[src/rtl/cvq_pkg.sv]
// cvq_pkg: shared types, constants and register indexes of the vote qualifier
// used by cvq_hist_mem, cvq_scan_alu and classifier_vote_qualifier_core
// no dependencies
package cvq_pkg;

	localparam int LABELS = 8;
	localparam int IDX_W  = (LABELS > 1) ? $clog2(LABELS) : 1;

	localparam int CFG_IDX_W = 3;

	localparam logic [CFG_IDX_W-1:0] CFG_RUNS_PER_VERDICT = 3'd0;
	localparam logic [CFG_IDX_W-1:0] CFG_WIN_THRESHOLD    = 3'd1;
	localparam logic [CFG_IDX_W-1:0] CFG_ERROR_THRESHOLD  = 3'd2;
	localparam logic [CFG_IDX_W-1:0] CFG_AMBIGUITY_LIMIT  = 3'd3;
	localparam logic [CFG_IDX_W-1:0] CFG_STREAK_LIMIT     = 3'd4;
	localparam logic [CFG_IDX_W-1:0] CFG_GOOD_LABEL_MASK  = 3'd5;

	localparam logic [7:0] RST_RUNS_PER_VERDICT = 8'd20;
	localparam logic [7:0] RST_WIN_THRESHOLD    = 8'd10;
	localparam logic [7:0] RST_ERROR_THRESHOLD  = 8'd5;
	localparam logic [3:0] RST_AMBIGUITY_LIMIT  = 4'd3;
	localparam logic [7:0] RST_STREAK_LIMIT     = 8'd3;
	localparam logic [7:0] RST_GOOD_LABEL_MASK  = 8'd122;

	localparam logic [7:0] VOTE_MAX  = 8'd255;
	localparam logic [3:0] COUNT_MAX = 4'd15;

	typedef enum logic [2:0] {
		ST_IDLE,
		ST_INC,
		ST_PRIME,
		ST_SCAN,
		ST_DONE
	} state_t;

	// running statistics of the histogram scan
	typedef struct packed {
		logic [3:0]       over_win;
		logic [3:0]       over_err;
		logic [IDX_W-1:0] top;
		logic [7:0]       top_votes;
		logic [3:0]       ties;
	} scan_acc_t;

	// histogram memory control from the sequencer
	typedef struct packed {
		logic             we;
		logic [IDX_W-1:0] wr_addr;
		logic [7:0]       wr_data;
		logic [IDX_W-1:0] rd_addr;
		logic             clear;
	} hist_ctrl_t;

endpackage

[src/rtl/cvq_hist_mem.sv]
// cvq_hist_mem: per-label vote histogram, one write and one registered read port
// per-entry valid bits make a cleared entry read as zero; depends on cvq_pkg
module cvq_hist_mem (
	input  logic                clk,
	input  logic                arst_n,
	input  cvq_pkg::hist_ctrl_t ctrl,
	output logic [7:0]          rd_data
);

	logic [7:0]              mem [cvq_pkg::LABELS];
	logic [cvq_pkg::LABELS-1:0] valid_q;
	logic [7:0]              rd_q;
	logic                    rd_valid_q;

	always_ff @(posedge clk) begin
		if (ctrl.we) begin
			mem[ctrl.wr_addr] <= ctrl.wr_data;
		end
		rd_q <= mem[ctrl.rd_addr];
	end

	always_ff @(posedge clk or negedge arst_n) begin
		if (!arst_n) begin
			valid_q    <= '0;
			rd_valid_q <= 1'b0;
		end else begin
			rd_valid_q <= valid_q[ctrl.rd_addr];
			if (ctrl.clear) begin
				valid_q <= '0;
			end else if (ctrl.we) begin
				valid_q[ctrl.wr_addr] <= 1'b1;
			end
		end
	end

	assign rd_data = rd_valid_q ? rd_q : 8'd0;

endmodule

[src/rtl/cvq_scan_alu.sv]
// cvq_scan_alu: one histogram entry folded into the running scan statistics
// threshold compares, max search and tie count; depends on cvq_pkg
module cvq_scan_alu (
	input  logic [7:0]                vote,
	input  logic [cvq_pkg::IDX_W-1:0] idx,
	input  logic [7:0]                win_thr,
	input  logic [7:0]                err_thr,
	input  cvq_pkg::scan_acc_t        acc_in,
	output cvq_pkg::scan_acc_t        acc_out
);

	always_comb begin
		acc_out = acc_in;
		if (vote >= win_thr && acc_in.over_win != cvq_pkg::COUNT_MAX) begin
			acc_out.over_win = acc_in.over_win + 4'd1;
		end
		if (vote >= err_thr && acc_in.over_err != cvq_pkg::COUNT_MAX) begin
			acc_out.over_err = acc_in.over_err + 4'd1;
		end
		// equal count bumps ties, a new maximum restarts them
		priority if (vote == acc_in.top_votes) begin
			if (acc_in.ties != cvq_pkg::COUNT_MAX) begin
				acc_out.ties = acc_in.ties + 4'd1;
			end
		end else if (vote > acc_in.top_votes) begin
			acc_out.top       = idx;
			acc_out.top_votes = vote;
			acc_out.ties      = 4'd1;
		end
	end

endmodule

[src/rtl/classifier_vote_qualifier_core.sv]
// classifier_vote_qualifier_core: top level, sequencer, window state and config
// uses cvq_pkg, cvq_hist_mem and cvq_scan_alu
//
// channel | direction | handshake            | payload
// in      | in        | in_valid / in_ready   | winner_label, dsp_time, classify_time
// out     | out       | out_valid / out_ready | verdict fields and time totals
// cfg     | in        | cfg_valid / cfg_ready | cfg_index, cfg_data
//
// a vote that closes no window: accept, then histogram increment
// a vote that closes a window: accept, increment, read prime, one histogram entry
// a cycle through the shared scan unit over the single memory read port, then the
// verdict cycle
// reset loads the config defaults and clears all histogram valid bits at once
// the verdict waits while an earlier result still sits in the output register
module classifier_vote_qualifier_core (
	input  logic                            clk,
	input  logic                            arst_n,
	// input beats
	input  logic                            in_valid,
	output logic                            in_ready,
	input  logic [2:0]                      winner_label,
	input  logic [15:0]                     dsp_time,
	input  logic [15:0]                     classify_time,
	// result beats
	output logic                            out_valid,
	input  logic                            out_ready,
	output logic [3:0]                      labels_over_win,
	output logic [3:0]                      labels_over_error,
	output logic [2:0]                      top_label,
	output logic [7:0]                      top_votes,
	output logic [3:0]                      top_ties,
	output logic                            pass_good,
	output logic                            pass_bad,
	output logic                            fail_high,
	output logic                            fail_single,
	output logic [15:0]                     dsp_time_total,
	output logic [15:0]                     classify_time_total,
	// config writes
	input  logic                            cfg_valid,
	output logic                            cfg_ready,
	input  logic [cvq_pkg::CFG_IDX_W-1:0]   cfg_index,
	input  logic [7:0]                      cfg_data
);

	localparam logic [cvq_pkg::IDX_W-1:0] LAST_IDX = cvq_pkg::IDX_W'(cvq_pkg::LABELS - 1);

	cvq_pkg::state_t state_q, state_d;

	// config registers
	logic [7:0] runs_per_verdict_q;
	logic [7:0] win_threshold_q;
	logic [7:0] error_threshold_q;
	logic [3:0] ambiguity_limit_q;
	logic [7:0] streak_limit_q;
	logic [7:0] good_label_mask_q;

	// window state
	logic [7:0]  run_count_q;
	logic [7:0]  fail_streak_q;
	logic [15:0] dsp_sum_q;
	logic [15:0] classify_sum_q;

	// current vote
	logic [cvq_pkg::IDX_W-1:0] label_q;
	logic                      label_ok_q;

	// scan
	logic [cvq_pkg::IDX_W-1:0] scan_idx_q;
	cvq_pkg::scan_acc_t        acc_q, acc_step;
	cvq_pkg::hist_ctrl_t       hist_ctrl;
	logic [7:0]                hist_rd;

	// output register
	logic        out_valid_q;
	logic [3:0]  over_win_q, over_err_q, ties_q;
	logic [2:0]  top_label_q;
	logic [7:0]  top_votes_q;
	logic        good_q, bad_q, hfail_q, sfail_q;
	logic [15:0] dsp_total_q, classify_total_q;

	logic       in_beat;
	logic       out_free;
	logic       verdict_go;
	logic       label_ok;
	logic       fail;
	logic [7:0] streak_next;
	logic [4:0] top_ext;
	logic       top_good;

	assign in_ready  = (state_q == cvq_pkg::ST_IDLE);
	assign cfg_ready = 1'b1;
	assign in_beat   = in_valid && in_ready;
	assign out_free  = !out_valid_q || out_ready;
	assign verdict_go = (state_q == cvq_pkg::ST_DONE) && out_free;

	// labels past the histogram are counted as runs but get no vote
	assign label_ok = (6'(winner_label) < 6'(cvq_pkg::LABELS));

	// verdict from the finished scan
	assign fail        = (acc_q.over_win == 4'd0) || (acc_q.over_err >= ambiguity_limit_q);
	assign streak_next = (fail_streak_q == cvq_pkg::VOTE_MAX) ? cvq_pkg::VOTE_MAX
	                                                          : fail_streak_q + 8'd1;
	// labels eight and up have no mask bit
	assign top_ext  = 5'(acc_q.top);
	assign top_good = (top_ext < 5'd8) && good_label_mask_q[top_ext[2:0]];

	cvq_hist_mem u_hist (
		.clk     (clk),
		.arst_n  (arst_n),
		.ctrl    (hist_ctrl),
		.rd_data (hist_rd)
	);

	cvq_scan_alu u_alu (
		.vote    (hist_rd),
		.idx     (scan_idx_q),
		.win_thr (win_threshold_q),
		.err_thr (error_threshold_q),
		.acc_in  (acc_q),
		.acc_out (acc_step)
	);

	// next state
	always_comb begin
		state_d = state_q;
		unique case (state_q)
			cvq_pkg::ST_IDLE: begin
				if (in_beat) begin
					state_d = cvq_pkg::ST_INC;
				end
			end
			cvq_pkg::ST_INC: begin
				state_d = (run_count_q >= runs_per_verdict_q) ? cvq_pkg::ST_PRIME
				                                              : cvq_pkg::ST_IDLE;
			end
			cvq_pkg::ST_PRIME: begin
				state_d = cvq_pkg::ST_SCAN;
			end
			cvq_pkg::ST_SCAN: begin
				if (scan_idx_q == LAST_IDX) begin
					state_d = cvq_pkg::ST_DONE;
				end
			end
			cvq_pkg::ST_DONE: begin
				if (out_free) begin
					state_d = cvq_pkg::ST_IDLE;
				end
			end
			default: state_d = cvq_pkg::ST_IDLE;
		endcase
	end

	// histogram port control
	always_comb begin
		hist_ctrl         = '0;
		hist_ctrl.wr_addr = label_q;
		hist_ctrl.wr_data = (hist_rd == cvq_pkg::VOTE_MAX) ? cvq_pkg::VOTE_MAX
		                                                   : hist_rd + 8'd1;
		unique case (state_q)
			cvq_pkg::ST_IDLE: begin
				hist_ctrl.rd_addr = cvq_pkg::IDX_W'(winner_label);
			end
			cvq_pkg::ST_INC: begin
				hist_ctrl.we = label_ok_q;
			end
			cvq_pkg::ST_PRIME: begin
				hist_ctrl.rd_addr = '0;
			end
			cvq_pkg::ST_SCAN: begin
				// wrap to entry zero after the last one, never past the depth
				hist_ctrl.rd_addr = (scan_idx_q == LAST_IDX) ? '0 : scan_idx_q + 1'b1;
			end
			cvq_pkg::ST_DONE: begin
				hist_ctrl.clear = out_free;
			end
			default: hist_ctrl = '0;
		endcase
	end

	always_ff @(posedge clk or negedge arst_n) begin
		if (!arst_n) begin
			state_q <= cvq_pkg::ST_IDLE;
		end else begin
			state_q <= state_d;
		end
	end

	// config writes, indexes past the list are dropped
	always_ff @(posedge clk or negedge arst_n) begin
		if (!arst_n) begin
			runs_per_verdict_q <= cvq_pkg::RST_RUNS_PER_VERDICT;
			win_threshold_q    <= cvq_pkg::RST_WIN_THRESHOLD;
			error_threshold_q  <= cvq_pkg::RST_ERROR_THRESHOLD;
			ambiguity_limit_q  <= cvq_pkg::RST_AMBIGUITY_LIMIT;
			streak_limit_q     <= cvq_pkg::RST_STREAK_LIMIT;
			good_label_mask_q  <= cvq_pkg::RST_GOOD_LABEL_MASK;
		end else if (cfg_valid && cfg_ready) begin
			unique case (cfg_index)
				cvq_pkg::CFG_RUNS_PER_VERDICT: runs_per_verdict_q <= cfg_data;
				cvq_pkg::CFG_WIN_THRESHOLD:    win_threshold_q    <= cfg_data;
				cvq_pkg::CFG_ERROR_THRESHOLD:  error_threshold_q  <= cfg_data;
				cvq_pkg::CFG_AMBIGUITY_LIMIT:  ambiguity_limit_q  <= cfg_data[3:0];
				cvq_pkg::CFG_STREAK_LIMIT:     streak_limit_q     <= cfg_data;
				cvq_pkg::CFG_GOOD_LABEL_MASK:  good_label_mask_q  <= cfg_data;
				default: ;
			endcase
		end
	end

	// window counters, sums and failure streak
	always_ff @(posedge clk or negedge arst_n) begin
		if (!arst_n) begin
			run_count_q    <= '0;
			fail_streak_q  <= '0;
			dsp_sum_q      <= '0;
			classify_sum_q <= '0;
			label_ok_q     <= 1'b0;
		end else begin
			if (in_beat) begin
				run_count_q    <= (run_count_q == cvq_pkg::VOTE_MAX) ? cvq_pkg::VOTE_MAX
				                                                     : run_count_q + 8'd1;
				dsp_sum_q      <= dsp_sum_q + dsp_time;
				classify_sum_q <= classify_sum_q + classify_time;
				label_ok_q     <= label_ok;
			end else if (verdict_go) begin
				run_count_q    <= '0;
				dsp_sum_q      <= '0;
				classify_sum_q <= '0;
			end
			if (verdict_go) begin
				fail_streak_q <= fail ? streak_next : 8'd0;
			end
		end
	end

	// vote label and scan registers
	always_ff @(posedge clk) begin
		if (in_beat) begin
			label_q <= cvq_pkg::IDX_W'(winner_label);
		end
		if (state_q == cvq_pkg::ST_PRIME) begin
			scan_idx_q <= '0;
			acc_q      <= '{over_win: 4'd0, over_err: 4'd0, top: '0, top_votes: 8'd0,
			                ties: 4'd1};
		end else if (state_q == cvq_pkg::ST_SCAN) begin
			scan_idx_q <= (scan_idx_q == LAST_IDX) ? scan_idx_q : scan_idx_q + 1'b1;
			acc_q      <= acc_step;
		end
	end

	// output register
	always_ff @(posedge clk or negedge arst_n) begin
		if (!arst_n) begin
			out_valid_q <= 1'b0;
		end else if (verdict_go) begin
			out_valid_q <= 1'b1;
		end else if (out_ready) begin
			out_valid_q <= 1'b0;
		end
	end

	always_ff @(posedge clk) begin
		if (verdict_go) begin
			over_win_q       <= acc_q.over_win;
			over_err_q       <= acc_q.over_err;
			top_label_q      <= 3'(acc_q.top);
			top_votes_q      <= acc_q.top_votes;
			ties_q           <= acc_q.ties;
			good_q           <= !fail && top_good;
			bad_q            <= !fail && !top_good;
			hfail_q          <= fail && (streak_next >= streak_limit_q);
			sfail_q          <= fail && (streak_next < streak_limit_q);
			dsp_total_q      <= dsp_sum_q;
			classify_total_q <= classify_sum_q;
		end
	end

	assign out_valid           = out_valid_q;
	assign labels_over_win     = over_win_q;
	assign labels_over_error   = over_err_q;
	assign top_label           = top_label_q;
	assign top_votes           = top_votes_q;
	assign top_ties            = ties_q;
	assign pass_good           = good_q;
	assign pass_bad            = bad_q;
	assign fail_high           = hfail_q;
	assign fail_single         = sfail_q;
	assign dsp_time_total      = dsp_total_q;
	assign classify_time_total = classify_total_q;

	// a result only appears out of the verdict cycle
	a_out_from_done: assert property (@(posedge clk) disable iff (!arst_n)
		$rose(out_valid_q) |-> $past(state_q == cvq_pkg::ST_DONE))
		else $error("result raised outside the verdict cycle");

	// every result carries exactly one verdict flag
	a_one_verdict: assert property (@(posedge clk) disable iff (!arst_n)
		out_valid_q |-> ($countones({good_q, bad_q, hfail_q, sfail_q}) == 1))
		else $error("result without exactly one verdict flag");

	// an accepted vote always goes to the histogram increment
	a_accept_inc: assert property (@(posedge clk) disable iff (!arst_n)
		in_beat |=> (state_q == cvq_pkg::ST_INC))
		else $error("accepted vote skipped the increment");

	// the scan never walks past the last label
	a_scan_range: assert property (@(posedge clk) disable iff (!arst_n)
		(state_q == cvq_pkg::ST_SCAN) |-> (scan_idx_q <= LAST_IDX))
		else $error("scan index out of range");

endmodule
[config.mk]
export PLATFORM = sky130hd
export DESIGN_NAME = classifier_vote_qualifier_core
export DESIGN_NICKNAME = d
export VERILOG_FILES = /design/src/rtl/cvq_pkg.sv /design/src/rtl/cvq_hist_mem.sv /design/src/rtl/cvq_scan_alu.sv /design/src/rtl/classifier_vote_qualifier_core.sv
export SDC_FILE = /design/constraint.sdc
export NUM_CORES = 1
export LEC_CHECK = 0
export BUFFER_PORTS_ARGS = -buffer_cell sky130_fd_sc_hd__clkbuf_2
export CAP_MARGIN = 40
export CORE_ASPECT_RATIO = 1.2
export CORE_MARGIN = 1.5
export CORE_UTILIZATION = 59
export CTS_CLUSTER_SIZE = 20
export DETAILED_ROUTE_END_ITERATION = 12
export GPL_ROUTABILITY_DRIVEN = 0
export HOLD_SLACK_MARGIN = 0.03
export PLACE_DENSITY = 0.8
export SETUP_SLACK_MARGIN = 0.3
export SYNTH_ARGS = -nofsm -noshare
export SYNTH_HDL_FRONTEND = slang
export SYNTH_SLANG_ARGS = --single-unit
[constraint.sdc]
create_clock -name clk -period 3.94 [get_ports clk]
set_input_delay 0.394 -clock clk [delete_from_list [all_inputs] [get_ports clk]]
set_output_delay 0.394 -clock clk [all_outputs]
set_load 0.03 [all_outputs]
Word-level counts from Yosys, hierarchy flattened
Memory sizes are Yosys's and may differ from the RTL's. A register that Yosys moved wholly into a read port is not among the register bits.
Index checks and enable logic that the tools add are counted.
Word-level totals
  word-level logic and storage cells: 149
  output and inout port bits: 62
  latch bits: 0
  bits of input ports: 51
  bits in read-only memories: 0
  bits in registers: 194
  bits in writable memories: 64
  memories: 1
Operators by class
  shift-type cells: 0
  multiply operators: 0
  multiplexer cells: 35
  add/subtract/negate cells: 9
  reduce and logical (&&, ||, !) cells: 35
  equality and inequality tests: 21
  div/mod/pow operators: 0
  bitwise operators: 3
  $lt $le $gt $ge: 12
Memory list
  u_hist.mem: words 8, bits a word 8, rd ports 1, clocked after memory_dff 1, write ports 1, RTL line cvq_hist_mem.sv:10  | logic [7:0] mem [cvq_pkg::LABELS];
Operator list (number)
  $mux 8: 9
  $mux 16: 3
  $add 16x16->16: 2
  $ge 8x8->1: 4
  $add 8x1->8 const B: 3
  $eq 8x8->1 const B: 3
  $reduce_and 2->1: 9
  $lt 3x4->1 const B: 4
  $pmux 3 s5: 1
  $add 4x1->4 const B: 3
  $eq 3x2->1 const B: 4
  $eq 3x3->1 const B: 4
  $mux 3: 4
  $mux 4: 3
  $ne 4x4->1 const B: 3
  $mux 11: 1
  $logic_and 1x1->1: 10
  $mux 1: 9
  $reduce_and 3->1: 3
  $eq 8x8->1: 1
  $gt 8x8->1: 1
  $lt 8x8->1: 1
  $or 8x8->8: 1
  $reduce_bool 2->1: 4
  16 further kinds: 25

Logic depth before layout (Yosys ltp)
  depth after elaboration: 11
  mapped depth: 13
  depth with buffers taken out: 13

Cells and area by module
From an unflattened synthesis, not the netlist that was laid out.
Unflattened totals
  cell total of the unflattened synthesis: 1084
  area, all modules: 13015.0 sq um
By module, submodules not included
  classifier_vote_qualifier_core: area each 8784.7 sq um, cells each 803, times used 1, sequential area each 4828.4 sq um
  cvq_hist_mem: area each 3161.8 sq um, cells each 155, times used 1, sequential area each 2307.2 sq um
  cvq_scan_alu: area each 1068.5 sq um, cells each 126, times used 1, sequential area each 0.0 sq um

Worst setup path after synthesis
No wires, ideal clock.
  kind: reg-to-reg
  from: register state_q[1]
  to: register classify_total_q[0] (netlist: classify_time_total[0]) (enable)
  data required time: 3.493 ns
  path buffers: 2
  library setup time: 0.447 ns
  stages on the path, launching flop included: 6
  period minus slack after synthesis: 3.199 ns
  setup slack: 0.741 ns
  arrival time: 2.752 ns
  cells stage by stage: dfrtp_1 > buf_2 > nor2_1 > nand3_1 > inv_1 > clkbuf_1
On the way
  longest elaborated chain between the ends: 2
Ends and longest elaborated chain
  start: declaration: RTL line classifier_vote_qualifier_core.sv:47  | cvq_pkg::state_t state_q, state_d;
  start signal: assignment: RTL line classifier_vote_qualifier_core.sv:182  | state_q <= cvq_pkg::ST_IDLE;
  start signal: assignment: RTL line classifier_vote_qualifier_core.sv:184  | state_q <= state_d;
  $eq 3x3->1: RTL line classifier_vote_qualifier_core.sv:94  | assign verdict_go = (state_q == cvq_pkg::ST_DONE) && out_free;
  $logic_and 1x1->1: RTL line classifier_vote_qualifier_core.sv:94
  end signal: assignment: RTL line classifier_vote_qualifier_core.sv:274  | classify_total_q <= classify_sum_q;
  end: declaration: RTL line classifier_vote_qualifier_core.sv:79  | logic [15:0] dsp_total_q, classify_total_q;
Every way passes these cells.
A chain may end at the register's enable or synchronous reset.

Worst setup path in the final report
  from: register fail_streak_q[0]
  to: register hfail_q (netlist: fail_high) (data pin)
On the way
  longest elaborated chain between the ends: 4
  elaborated cells between the ends (all ways): 5
  those cells by class: add/sub (1); order compare (1); eq/ne (1); mux (1); reduce/logical (1)
Ends and longest elaborated chain
  start: declaration: RTL line classifier_vote_qualifier_core.sv:59  | logic [7:0] fail_streak_q;
  start signal: assignment: RTL line classifier_vote_qualifier_core.sv:231  | fail_streak_q <= fail ? streak_next : 8'd0;
  $add 8x1->8 / $eq 8x8->1 (equally long branches): RTL line classifier_vote_qualifier_core.sv:102, classifier_vote_qualifier_core.sv:101
  $mux 8 *: RTL line classifier_vote_qualifier_core.sv:101  | assign streak_next = (fail_streak_q == cvq_pkg::VOTE_MAX) ? cvq_pkg::VOTE_MAX
  $ge 8x8->1 *: RTL line classifier_vote_qualifier_core.sv:271  | hfail_q <= fail && (streak_next >= streak_limit_q);
  $logic_and 1x1->1 *: RTL line classifier_vote_qualifier_core.sv:271
  end signal: assignment: RTL line classifier_vote_qualifier_core.sv:271
  end: declaration: RTL line classifier_vote_qualifier_core.sv:78  | logic good_q, bad_q, hfail_q, sfail_q;
Mark *: on every way between the ends. The rest lies on a longest branch, timed or not.

==> out/results.tsv <==
stage	metric	value	unit
status	outcome	complete, no violations	
setup_path	CP endpoint kind	flop	
logic_synthesis	fraction of registers with async set/reset	39.8	%
setup_path	CP Launch Point	fail_streak_q[0]	
global_route	total global-route track usage	25.7	%
floorplanning	full die area	0.0226	mm^2
power_and_ir_drop	Combinational Power Share	35.4	%
floorplanning	cell row count	58	
sta	# setup viols final	0	
sta	Rel. slew slack	39.3	%
setup_path	r2r endpoint	fail_high	
setup_path	Worst EP required	4.21	ns
routing	metal1 wirelength	11500	um
layout	Final Instance Area	0.0147	mm^2
floorplanning	die extent in x	137	um
floorplanning	Initial Util	60.5	%
global_route	vias in the first global route	9293	
cts	total CTS buffers	25	
place	pre-CTS setup slack	0.785	ns
global_route	initial antenna violation count	0	
floorplanning	io pins	113	
routing	top sig layer	met4	
cts	H-tree depth	1	
layout	commonest non-fill, non-tap cell in the layout	nand2_1	
place	placed insts	1533	
layout	# nets final	1427	
global_route	largest net degree at the start of global routing	55	
logic_synthesis	sequential share of the synthesized area	55.8	%
routing	Avg Vias per Cell	5.93	
sta	Final Max Slew Viols	0	
place	PortBufs	111	
cts	TritonCTS Sinks	266	
logic_synthesis	unique cell type count in the Yosys netlist	75	
logic_synthesis	Post-synth EDFFs	126	
sta	RSZ-0062 raised after global routing	no	
floorplanning	Die H	164	um
setup_path	CP Class	reg -> reg	
power_and_ir_drop	peak supply drop	0.000428	V
cts	Root Buffer	clkbuf_16	
place	dpl cell area	0.0138	mm^2
power_and_ir_drop	PD cells	706	mW/mm^2
logic_synthesis	syn avg cell area	11.0	um^2
logic_synthesis	netlist area before placement	0.0128	mm^2
sta	skew final	0.0156	ns
logic_synthesis	Top FF cell, synth	edfxtp_1	
cts	clock buffer depth	3	
routing	post-route ant nets	0	
power_and_ir_drop	sequential share of power	39.3	%
job	Max-Cap Viols	0	
layout	layout cells sized above 1	18.7	%
sta	setup tns final	0	ns
place	detailed placement HPWL	19400	um
global_route	grt ovf	0	
setup_path	cell mode on critical path	o21a_1	
cts	CTS clk-pin slew, worst paths	0.06	ns
logic_synthesis	Yosys reg bits	266	
layout	Layout Cells excl Fill	1578	
power_and_ir_drop	switching share of total power	34.7	%
cts	clk_lat worst skew	0.52	ns
sta	Hold Fails Final Rpt	0	
power_and_ir_drop	Switch Pwr	3.59	mW
routing	DRC violations left	0	
setup_path	CP max stage delay	0.42	ns
layout	diode count	0	
sta	Final period util	82.2	%
sta	Min Clock Period, post-route	3.24	ns
setup_path	Cell Chain, Critical Path	ha_1 -> and3_1 -> and3_1 -> nand3_1 -> buf_4 -> nand2b_1 -> ha_1 -> nor2b_1 -> o21a_1 -> o21a_1 -> o21ai_0 -> a21oi_1 -> o21a_1 -> o31a_1	
setup_path	Worst Reg2Reg Path Length in Cells	14	
setup_path	slowest stage cell, crit path	dfrtp_1	
routing	1st-pass router iterations	5	
layout	most frequent cells in the layout	168 x nand2_1, 126 x edfxtp_1, 110 x clkbuf_2	
global_route	first-pass GRT wire length	45600	um
worst_hold_path	worst hold path depth	3	
routing	vias post-DR	9358	
power_and_ir_drop	Pint	6.76	mW
power_and_ir_drop	Clk pwr share	25.3	%
routing	met2 routed WL	14100	um
sta	Slew @ Worst Pin	0.910	ns
worst_hold_path	worst min-delay path startpoint	in_valid	
setup_path	CP startpoint kind	flop	
floorplanning	core area	0.0211	mm^2
logic_synthesis	Yosys warnings	0	
cts	CTS tree	done	
layout	area delta synth->final	14.7	%
worst_hold_path	Tightest Hold Check Type	in -> reg	
routing	routed wl met3	1780	um
logic_synthesis	Post-Syn Nets	1297	
setup_path	flop2flop setup slack	0.70	ns
routing	drt initial violations	695	
power_and_ir_drop	Leak Pwr	6.30	nW
setup_path	CP endpoint	fail_high	
routing	wire length per cell	17.8	um
setup_path	worst r2r src	fail_streak_q[0]	
logic_synthesis	Synth Instances	1161	
setup_path	Worst Path Max Fanout	12	
cts	Post-CTS Setup Repair Bufs	0	
sta	Max Clk Rate	309	MHz
setup_path	critical path arrival	3.51	ns
sta	fin worst setup slack	0.701	ns
routing	Routed WL	28000	um
state kept, by name, summed over array words and instances, names as in the netlist, 16 cells and up:
signal               cells
acc_q                   23
classify_sum_q          16
classify_time_total     16
dsp_sum_q               16
dsp_time_total          16
u_hist.mem              64
power by group through the flow:
stage | clock network, mW | registers (mW) | logic, mW
finish | 2.62 | 4.07 | 3.66
global route | 2.76 | 4.14 | 4.13
CTS | 2.64 | 4.07 | 3.66
detailed placement | 0 | 4.11 | 3.61
global placement | 0 | 4.09 | 3.43
floorplan | 0 | 3.95 | 2.81
synthesized netlist by cell type (3+ instances only):
master    count  area [um^2]
nand2_1     168          631
buf_2        10         50.1
xnor2_1      18          158
and3_1       14         87.6
a31o_2        9         78.8
a211o_1       5         43.8
mux2_2       17          191
a21o_1       29          218
clkbuf_1     20         75.1
o22ai_1       3         18.8
buf_4         4         30.0
a311oi_1     13          114
nor2_1       71          267
o21ai_0      75          375
and2_1       13         81.3
inv_1        55          206
o21a_1       10         75.1
xor2_1       12          105
nand4_1      12         75.1
a21oi_1      57          285
o21bai_1      6         45.0
or3_1         3         18.8
dfxtp_1      34          681
nand3_1      53          265
ha_1         83         1040
a211oi_1     12         90.1
nor3_1       13         65.1
edfxtp_1    126         3780
mux2i_1      13          130
o31ai_1       5         37.5
dfrtp_1      91         2280
dfstp_2      15          394
a31oi_1      12         75.1
nor2b_1      11         68.8
nand2b_1     11         68.8
a221oi_1      4         35.0
a22o_1        5         43.8
worst max-delay path: cells and delay by family, from the launching register on:
family / cells / cell delay, ns
AOI/OAI and AO/OA: 6 / 0.98
adders and majority gates: 2 / 0.57
buffers and inverters: 1 / 0.18
DFF: 1 / 0.42
and+or+nand+nor: 5 / 0.83
worst min path at each step:
stage | to | slack (ns)
after floorplan | ambiguity_limit_q[2] | 0.1
after global placement | label_ok_q | 0.44
after detailed placement | top_votes[5] | 0.46
after CTS | state_q[0] | 0.12
after global routing | label_q[2] | 0.15
final | state_q[0] | 0.15
kinds of logic after synthesis:
kind of cell             count (synthesis)  synth area share, %
other                                    1               0.0293
multiplexers                            32                 2.87
XOR/XNOR                                30                 2.06
flip-flops                             266                 55.8
buffers and inverters                   92                 3.11
AND/OR/NAND/NOR                        390                 14.2
adder cells (fa/ha/maj)                 85                 8.44
AO/OA/AOI/OAI                          265                 13.4
through the flow:
step                      hold slack, ns  power (mW)  util [%]
after floorplan                   0.0984        6.76         -
after global placement             0.442        7.52      64.6
after detailed placement           0.455        7.73      65.1
after CTS                          0.124        10.4      69.5
after global routing               0.153        11.0      69.5
final                              0.146        10.4      69.5
layout make-up:
class                           instances  area (um^2)
Fill cell                            1509         6450
Sequential cell                       266         7140
Timing Repair Buffer                  140          810
Multi-Input combinational cell        803         5280
Clock buffer                           30          696
Tap cell                              270          338
Clock inverter                         14          203
Inverter                               55          208
what timing repair did:
| item | CTS | global route |
|---|---|---|
| gates resized for setup | 0 | 0 |
| hold buffers | 1 | 0 |
| endpoints found under the hold margin | 45 | 0 |
per-layer routing:
layer / GRT usage [%] / up-vias
met4: 7.99 / 0
met5: 0 / -
met1: 32.4 / 4553
met3: 4.72 / 54
li1: - / 4460
met2: 44.6 / 291
No activity file was read; power rests on OpenSTA's default activity.
